<file path="src/hdl/b64d_pkg.sv">
// ----------------------------------------------------------------------------
// b64d_pkg
// Shared types, error codes and the character-to-sixtet map for the
// base64url stream decoder.
// ----------------------------------------------------------------------------
package b64d_pkg;

    localparam logic [1:0] ERR_NONE      = 2'd0;
    localparam logic [1:0] ERR_INVALID   = 2'd1;
    localparam logic [1:0] ERR_TRUNCATED = 2'd2;
    localparam logic [1:0] ERR_AFTER_PAD = 2'd3;

    localparam logic [7:0] PAD_RESET = 8'd61;

    // Results caused by one input item, drained one per output item.
    typedef struct packed {
        logic [23:0] group;  // bytes most significant first
        logic [1:0]  count;  // number of results, 1..3
        logic [1:0]  err;    // nonzero: single error result
    } t_bundle;

    // Bit 6 set means the character is not in the alphabet.
    function automatic logic [6:0] char_to_sixtet(input logic [7:0] c);
        logic [6:0] sx;
        sx = 7'h40;
        if (c >= 8'h41 && c <= 8'h5a) begin
            sx = {1'b0, 6'(c - 8'h41)};
        end else if (c >= 8'h61 && c <= 8'h7a) begin
            sx = {1'b0, 6'(c - 8'h61 + 8'd26)};
        end else if (c >= 8'h30 && c <= 8'h39) begin
            sx = {1'b0, 6'(c - 8'h30 + 8'd52)};
        end else if (c == 8'h2d) begin
            sx = 7'd62;
        end else if (c == 8'h5f) begin
            sx = 7'd63;
        end
        return sx;
    endfunction

endpackage

</file>
<file path="src/hdl/base64url_stream_decoder_top.sv">
// ----------------------------------------------------------------------------
// base64url_stream_decoder_top
// Results: each taken item's results are registered into the result queue.
// Throughput: one character per cycle unless the two-deep result queue stalls
// the input; items yield 0..3 results each, popped one per cycle on i_ready.
// Reset: synchronous active-low; clears group state, queue, pad char to '='.
// ----------------------------------------------------------------------------
module base64url_stream_decoder_top (
    input  logic       i_clk,
    input  logic       i_rst_n,
    input  logic       i_cfg_wr_en,
    input  logic [7:0] i_cfg_wr_data,
    input  logic       i_valid,
    output logic       o_ready,
    input  logic [7:0] i_char_in,
    input  logic       i_last_char,
    output logic       o_valid,
    input  logic       i_ready,
    output logic [7:0] o_out_byte,
    output logic       o_byte_valid,
    output logic [1:0] o_error_code,
    output logic       o_run_end
);

    logic [7:0]  r_pad;
    logic [17:0] r_acc, n_acc;
    logic [1:0]  r_pos, n_pos;
    logic        r_pad_cnt, n_pad_cnt;
    logic        r_padded, n_padded;

    b64d_pkg::t_bundle r_hd, r_tl, n_hd, n_tl, w_new;
    logic        r_hd_vld, r_tl_vld, n_hd_vld, n_tl_vld;
    logic [1:0]  r_idx, n_idx;

    logic        w_acc_in;
    logic        w_push;
    logic        w_pop;
    logic        w_out_acc;
    logic [6:0]  w_sx;
    logic        w_is_pad;
    logic        w_emit;
    logic [23:0] w_grp;
    logic [1:0]  w_cnt;
    logic        w_err;
    logic [1:0]  w_code;
    logic        w_adv;

    assign o_ready  = !r_tl_vld;
    assign w_acc_in = i_valid && o_ready;

    // ---------------- decode ----------------
    always_comb begin
        w_sx     = b64d_pkg::char_to_sixtet(i_char_in);
        w_is_pad = (i_char_in == r_pad);
        w_emit   = 1'b0;
        w_grp    = {r_acc, 6'd0};
        w_cnt    = 2'd3;
        w_err    = 1'b0;
        w_code   = b64d_pkg::ERR_NONE;
        w_adv    = 1'b0;
        n_acc    = r_acc;
        n_pos    = r_pos;
        n_pad_cnt = r_pad_cnt;
        n_padded = r_padded;

        priority if (r_padded) begin
            w_err  = 1'b1;
            w_code = b64d_pkg::ERR_AFTER_PAD;
        end else if (r_pad_cnt) begin
            if (r_pos == 2'd3 && w_is_pad) begin
                w_emit = 1'b1;
                w_cnt  = 2'd1;
            end else begin
                w_err  = 1'b1;
                w_code = b64d_pkg::ERR_INVALID;
            end
        end else if (!w_sx[6]) begin
            if (r_pos == 2'd3) begin
                w_emit = 1'b1;
                w_grp  = {r_acc, w_sx[5:0]};
            end else begin
                w_adv = 1'b1;
                n_acc = {r_acc[11:0], w_sx[5:0]};
                n_pos = r_pos + 2'd1;
            end
        end else if (w_is_pad && r_pos[1]) begin
            if (r_pos == 2'd3) begin
                w_emit = 1'b1;
                w_cnt  = 2'd2;
            end else begin
                w_adv     = 1'b1;
                n_acc     = {r_acc[11:0], 6'd0};
                n_pos     = 2'd3;
                n_pad_cnt = 1'b1;
            end
        end else begin
            w_err  = 1'b1;
            w_code = b64d_pkg::ERR_INVALID;
        end

        // valid character or first pad that leaves the group open at stream end
        if (w_adv && i_last_char) begin
            w_err  = 1'b1;
            w_code = b64d_pkg::ERR_TRUNCATED;
        end

        if (w_err) begin
            n_acc     = '0;
            n_pos     = '0;
            n_pad_cnt = 1'b0;
            n_padded  = 1'b0;
        end else if (w_emit) begin
            n_acc     = '0;
            n_pos     = '0;
            n_pad_cnt = 1'b0;
            n_padded  = (w_cnt != 2'd3) && !i_last_char;
        end

        w_new.group = w_grp;
        w_new.count = w_err ? 2'd1 : w_cnt;
        w_new.err   = w_code;
    end

    assign w_push = w_acc_in && (w_emit || w_err);

    // ---------------- result queue ----------------
    assign o_valid   = r_hd_vld;
    assign w_out_acc = r_hd_vld && i_ready;
    assign w_pop     = w_out_acc && (r_idx == r_hd.count - 2'd1);

    always_comb begin
        n_hd     = r_hd;
        n_tl     = r_tl;
        n_hd_vld = r_hd_vld;
        n_tl_vld = r_tl_vld;
        n_idx    = r_idx;
        if (w_pop) begin
            n_idx = '0;
            if (r_tl_vld) begin
                n_hd     = r_tl;
                n_tl     = w_new;
                n_tl_vld = w_push;
            end else begin
                n_hd     = w_new;
                n_hd_vld = w_push;
            end
        end else begin
            if (w_out_acc) begin
                n_idx = r_idx + 2'd1;
            end
            if (w_push) begin
                if (!r_hd_vld) begin
                    n_hd     = w_new;
                    n_hd_vld = 1'b1;
                end else begin
                    n_tl     = w_new;
                    n_tl_vld = 1'b1;
                end
            end
        end
    end

    always_comb begin
        unique case (r_idx)
            2'd0:    o_out_byte = r_hd.group[23:16];
            2'd1:    o_out_byte = r_hd.group[15:8];
            default: o_out_byte = r_hd.group[7:0];
        endcase
        if (r_hd.err != b64d_pkg::ERR_NONE) begin
            o_out_byte = 8'd0;
        end
    end

    assign o_byte_valid = (r_hd.err == b64d_pkg::ERR_NONE);
    assign o_error_code = r_hd.err;
    assign o_run_end    = (r_idx == r_hd.count - 2'd1);

    // ---------------- registers ----------------
    always_ff @(posedge i_clk) begin
        if (!i_rst_n) begin
            r_pad     <= b64d_pkg::PAD_RESET;
            r_acc     <= '0;
            r_pos     <= '0;
            r_pad_cnt <= 1'b0;
            r_padded  <= 1'b0;
            r_hd_vld  <= 1'b0;
            r_tl_vld  <= 1'b0;
            r_idx     <= '0;
        end else begin
            if (i_cfg_wr_en) begin
                r_pad <= i_cfg_wr_data;
            end
            if (w_acc_in) begin
                r_acc     <= n_acc;
                r_pos     <= n_pos;
                r_pad_cnt <= n_pad_cnt;
                r_padded  <= n_padded;
            end
            r_hd_vld <= n_hd_vld;
            r_tl_vld <= n_tl_vld;
            r_idx    <= n_idx;
        end
    end

    always_ff @(posedge i_clk) begin
        r_hd <= n_hd;
        r_tl <= n_tl;
    end

    // ---------------- assertions ----------------
    a_tl_needs_hd: assert property (@(posedge i_clk) disable iff (!i_rst_n)
        r_tl_vld |-> r_hd_vld)
        else $error("tail slot filled while head empty");

    a_err_single: assert property (@(posedge i_clk) disable iff (!i_rst_n)
        (r_hd_vld && r_hd.err != b64d_pkg::ERR_NONE) |-> (r_hd.count == 2'd1))
        else $error("error bundle with more than one result");

    a_idx_range: assert property (@(posedge i_clk) disable iff (!i_rst_n)
        r_hd_vld |-> (r_idx < r_hd.count) && (r_hd.count != 2'd0))
        else $error("result index out of range");

    a_pad_pos: assert property (@(posedge i_clk) disable iff (!i_rst_n)
        r_pad_cnt |-> (r_pos == 2'd3) && !r_padded)
        else $error("pad in group without position three");

    a_err_clears: assert property (@(posedge i_clk) disable iff (!i_rst_n)
        (w_acc_in && w_err) |=> (r_pos == 2'd0) && !r_padded && !r_pad_cnt)
        else $error("state not cleared after error");

endmodule
</file>
<file path="config.mk">
export PLATFORM = sky130hd
export DESIGN_NAME = base64url_stream_decoder_top
export DESIGN_NICKNAME = d
export VERILOG_FILES = /design/src/hdl/b64d_pkg.sv /design/src/hdl/base64url_stream_decoder_top.sv
export SDC_FILE = /design/constraint.sdc
export NUM_CORES = 1
export LEC_CHECK = 0
export BUFFER_PORTS_ARGS = -buffer_cell sky130_fd_sc_hd__buf_4
export CAP_MARGIN = 20
export CORE_ASPECT_RATIO = 1.2
export CORE_UTILIZATION = 35
export DETAILED_ROUTE_END_ITERATION = 12
export PLACE_DENSITY_LB_ADDON = 0.08
export SYNTH_ARGS = -nofsm -noshare
export SYNTH_HDL_FRONTEND = slang
export SYNTH_SLANG_ARGS = --single-unit
</file>
<file path="constraint.sdc">
create_clock -name i_clk -period 5 [get_ports i_clk]
set_input_delay 0 -clock i_clk [delete_from_list [all_inputs] [get_ports i_clk]]
set_output_delay 0 -clock i_clk [all_outputs]
set_load 0.01 [all_outputs]
</file>
Word level (Yosys, flattened, before mapping):

Index checks and enable logic that the tools add are counted.

* register bits after elaboration: 90
* input bits: 22
* output and inout port bits: 14
* logic and storage cells: 151

* $add $sub $neg: 8
* order comparisons: 6
* equality and inequality tests: 15
* mux-type cells: 79
* bitwise operators: 1
* reductions and logical operators: 28

Operator list (number)
* $mux 28: 8
* $mux 18: 8
* $mux 1: 37
* $mux 7: 5
* $mux 2: 15
* $mux 6: 4
* $ge 8x7->1 const B: 2
* $le 8x7->1 const B: 2
* $pmux 8 s2: 1
* $sub 6x6->6 const B: 2
* $logic_and 1x1->1: 11
* $reduce_and 2->1: 5
* $eq 8x6->1 const B: 1
* $eq 8x7->1 const B: 1
* $eq 8x8->1: 1
* $ge 8x6->1 const B: 1
* $le 8x6->1 const B: 1
* $mux 8: 1
* $ne 4x4->1 const B: 2
* $reduce_bool 2->1: 4
* $add 6x5->6 const B: 1
* $add 6x6->6 const B: 1
* $ne 2x2->1 const B: 3
* $ne 3x1->1 const B: 2
* other kinds (15): 18

Longest topological paths before layout:

* depth in word-level cells: 15
* mapped depth: 9
* mapped depth without buffers: 8

Worst setup path before layout:

No wires, ideal clock.

* kind: reg2reg
* start point: reg r_pos[1]
* end point: reg r_tl[0] (netlist name), enable pin
* setup time: 0.452 ns
* arrival time: 3.522 ns
* required time: 4.548 ns
* slack: 1.026 ns
* stages on the path, launching flop included: 8
* path buffers: 0
* clock period less this slack: 3.974 ns
* path through: dfxtp_1 -> ha_1 -> nor2b_1 -> nand2b_1 -> a2111oi_0 -> a211o_1 -> a2bb2oi_2 -> o21ai_0

* word-level cells in the longest chain between the ends: 12
* elaborated cells on any way between the ends: 25
* classes of those cells: 1 x eq/ne; 17 x mux; 7 x reduce/logical

RTL lines
* start, declared: RTL line base64url_stream_decoder_top.sv:27 `logic [1:0] r_pos, n_pos;`
* start signal, assigned: RTL line base64url_stream_decoder_top.sv:195 `r_pos <= n_pos;`
* $eq 2x2->1: RTL line base64url_stream_decoder_top.sv:70, base64url_stream_decoder_top.sv:78, base64url_stream_decoder_top.sv:87
* $mux 1: RTL line base64url_stream_decoder_top.sv:78, base64url_stream_decoder_top.sv:87
* $mux 1: RTL line base64url_stream_decoder_top.sv:86 `end else if (w_is_pad && r_pos[1]) begin`
* $mux 1: RTL line base64url_stream_decoder_top.sv:77 `end else if (!w_sx[6]) begin`
* $mux 1: RTL line base64url_stream_decoder_top.sv:69 `end else if (r_pad_cnt) begin`
* $mux 1: RTL line base64url_stream_decoder_top.sv:66 `priority if (r_padded) begin`
* $logic_and 1x1->1: RTL line base64url_stream_decoder_top.sv:102 `if (w_adv && i_last_char) begin`
* $mux 1: RTL line base64url_stream_decoder_top.sv:102
* $logic_or 1x1->1 (*): RTL line base64url_stream_decoder_top.sv:124 `assign w_push = w_acc_in && (w_emit || w_err);`
* $logic_and 1x1->1 (*): RTL line base64url_stream_decoder_top.sv:124
* $reduce_bool 2->1 (no line) (*)
* $reduce_and 3->1 (no line) (*)
* end signal, assigned: RTL line base64url_stream_decoder_top.sv:207 `r_tl <= n_tl;`
* end, declared: RTL line base64url_stream_decoder_top.sv:31 `b64d_pkg::t_bundle r_hd, r_tl, n_hd, n_tl, w_new;`

Mark *: on every way between the ends. The rest lies on a longest branch, timed or not.
A chain may end at the register's enable or synchronous reset.

Worst setup path after layout:

* start point: reg r_pos[1]
* end point: reg r_tl[18] (netlist name), enable pin

The elaborated chain is that of the path after synthesis.

==> reports/metrics.cfg <==
[finish]
num-fill-cells=1173
nets=504
diodes=0
area_growth_pct=19.2
drive_above_1_share=0.202
seq_area_sq_mm=0.00236
final_util=0.434
multi_input_area_sq_mm=0.00195

[logic_synthesis]
synth_most_common_cell=nand2_1
synth_xor_area_frac=0.0255
synth-compound-area-share=0.160
synth_fa_ha_area_frac=0.0336
synth_top_area_share=0.376
synthSimpleGateAreaFrac=0.179
synth_edf_count=56
synth_top_area_cell=edfxtp_1
ys_ff_latch=90
synth-main-ff-cell=edfxtp_1
syn_nets=453
syn_inst=419
netlist_area_sq_mm=0.00447
synth_top_family_by_area=simple AND/OR/NAND/NOR gates
syn-mean-instance-area_sq_um=10.7
synth_area_leaders=edfxtp_1 38%, dfxtp_1 15%, nand2_1 7.9%, a22o_2 3.8%, ha_1 3.4%
synthMuxAreaShare=0.0356
synth-seq-area-share=0.529
synthTopCellsByCount=94 x nand2_1, 56 x edfxtp_1, 34 x dfxtp_1
synthArstFlopShare=0
yosysWarnings=0
yosysUniqueCellTypes=64

[drt]
drc=0
drt_wl_total_microns=9970
drt_iter0_drc=190
wl_per_cell_microns=15.7
drt_pass1_iterations=4
ant_nets=0
vias=3217
vias_per_cell=5.06

[sta]
post-route-period-util=0.547
fmax_mhz=365
final_hold_viol_count=0
rsz0062_at_grt=false
tightestPinTransition_ps=1020
finalClockSkew_ps=7.62
timing.slew.headroom=0.321
setup_tns_ps=0
slew_viol_final=0
hold_slack_ps=11.6
setup_violations=0
finalCriticalPeriod_ps=2740

[critical_path]
r2r_cells=8
cp.buffers_inverters=1
crit_type=flip-flop to flip-flop
r2r_setup_slack_ps=2260
slowest_stage=a2111oi_0
critPathMaxStageDelay_ps=450
worstPathRequired_ps=4990
cp.arrival_ps=2730
cp_top_family=compound AO/OA/AOI/OAI gates
endpoint_kind=flip-flop
worstPathCellList=ha_1, nor2b_1, nand2b_1, a2111oi_0, a211o_1, a2bb2oi_2, o21ai_2, buf_4
reg2reg_from=r_pos[1]$_SDFFE_PN0P_
r2r_end=r_tl[18]$_DFFE_PP_
critPathLaunchType=flip-flop
cp_max_fo=28

[global_routing]
grt_busiest_layer=met2
grt_pass1_vias=3170
grt_util_met1=0.200
antenna_found_initial=0
grt_overflow=0
use_met2=0.277
grt_start_max_net_pins=29
track_usage=0.160
grt_util_met3=0.0321
grt_pass1_wl_microns=16500

[cts]
insertion_delay_ps=340
h-tree-depth=3
cts.clk_slew.worst_paths_ps=60
cts_tree=done
cts.sinks=90
cts_root_buffer=clkbuf_16
clk_path_buf_depth=2
cts_buffers=9

[power]
swShare=0.245
power_density_mw_per_mm2=315
p_clk_frac=0.381
power_frac_comb=0.115
power_switching_mw=0.411
internal-power_mw=1.26
pwr-share-seq=0.505
power_mw=1.68
total_leakage_power_nw=2.04
irDropWorstVdd_mv=0.167

[placed_design]
hpwl_microns=6860
place_congestion=0.817
port_buffers=35

[min_path]
min-delay-start=i_rst_n
min_path_cells=2
hold_path.class=input pin to flip-flop
hold_end=o_valid$_SDFFE_PN0P_

[floorplan]
start_util=0.364
fp.dieArea_sq_mm=0.0132
ios=36
die_w_microns=105
chipHeight_microns=126
core_region_area_sq_mm=0.0123
num_rows=44

[run_status]
status=complete, no violations

[run]
drv_cap=0

==> worst register-to-register path: cells and delay by family (launching register included) <==
family | cells | cell delay, ps
flops | 1 | 380
buf+inv | 1 | 360
compound gates | 4 | 940
fa+ha+maj | 1 | 190
simple gates | 2 | 510
==> final cells by class <==
cell class                 instances  share of cell area
clock inverter                     5             0.00705
tap                              161              0.0378
timing repair buffer              58              0.0902
clock buffer                      11              0.0456
inverter                          15              0.0106
sequential                        90               0.444
multi-input combinational        296               0.365
==> placed cells by master, fill, tap and decap left out, types with 5 or more instances in the layout <==
cell | synthesis | routed
nand4_1 | 6 | 6
inv_1 | 14 | 14
mux2i_1 | 10 | 10
nor2b_1 | 9 | 9
a22o_2 | 17 | 17
nand2_1 | 94 | 94
buf_4 | 2 | 40
nor2_1 | 11 | 11
o21ai_0 | 10 | 8
clkbuf_16 | 0 | 9
dfxtp_1 | 34 | 34
ha_1 | 12 | 12
a22oi_1 | 8 | 8
nand2b_1 | 5 | 5
a21oi_1 | 18 | 18
a31oi_1 | 6 | 6
edfxtp_1 | 56 | 56
nor3_1 | 5 | 5
xnor2_1 | 12 | 12
and2_1 | 5 | 5
dlygate4sd3_1 | 0 | 18
nand3_1 | 9 | 9
==> power by group through the flow <==
| stage | clock (mW) | sequential [mW] | combinational, mW |
|---|---|---|---|
| floorplan | 0 | 0.858 | 0.121 |
| global placement | 0 | 0.862 | 0.180 |
| detailed placement | 0 | 0.862 | 0.181 |
| CTS | 0.654 | 0.846 | 0.194 |
| global route | 0.681 | 0.849 | 0.214 |
| finish | 0.638 | 0.846 | 0.192 |
==> logic make-up (layout without fill, tap and decap cells) <==
group,count (synthesis),after routing
xor+xnor,13,13
mux,15,15
flops,90,90
simple gates,166,166
buf+inv,33,89
compound gates,90,90
fa+ha+maj,12,12
==> per-stage QoR <==
stage,instances,setup slack (ps),area (sq um)
floorplan,419,1030,4470
global placement,601,2200,4860
detailed placement,601,2170,4860
CTS,635,2160,5320
global route,636,1950,5330
finish,636,2260,5330
==> state kept, by name (all words and copies together), names as in the netlist, 2 cells and up <==
name and count:
o_error_code 2, r_acc 18, r_pad 8, r_idx 2
r_tl 28, r_hd 26, r_pos 2
==> worst max path at each step <==
| stage | start | end | slack [ps] | cells after the start |
|---|---|---|---|---|
| after global placement | r_pos[1]$_SDFFE_PN0P_ | r_tl[22]$_DFFE_PP_ | 2200 | 8 |
| after floorplan | r_pos[1]$_SDFFE_PN0P_ | r_tl[0]$_DFFE_PP_ | 1030 | 7 |
| after detailed placement | r_pos[1]$_SDFFE_PN0P_ | r_tl[22]$_DFFE_PP_ | 2170 | 8 |
| final | r_pos[1]$_SDFFE_PN0P_ | r_tl[18]$_DFFE_PP_ | 2260 | 8 |
| after global routing | r_pos[1]$_SDFFE_PN0P_ | r_tl[18]$_DFFE_PP_ | 1950 | 8 |
| after CTS | r_pos[1]$_SDFFE_PN0P_ | r_tl[18]$_DFFE_PP_ | 2160 | 8 |
==> metal layers <==
metal,vias to the layer above,wire length (microns),part of all wire
li1,1617,-,-
met1,1516,4510,0.45
met4,0,161,0.016
met5,-,0,0
met3,13,340,0.034
met2,71,4960,0.50
==> what timing repair did <==
action / 4_1_cts / 5_1_grt
hold buffers: 18 / 0
buffers inserted: 0 / 0
resized for setup: 0 / 0
hold endpoints to repair: 10 / 0
(Power assumes the default switching activity.)
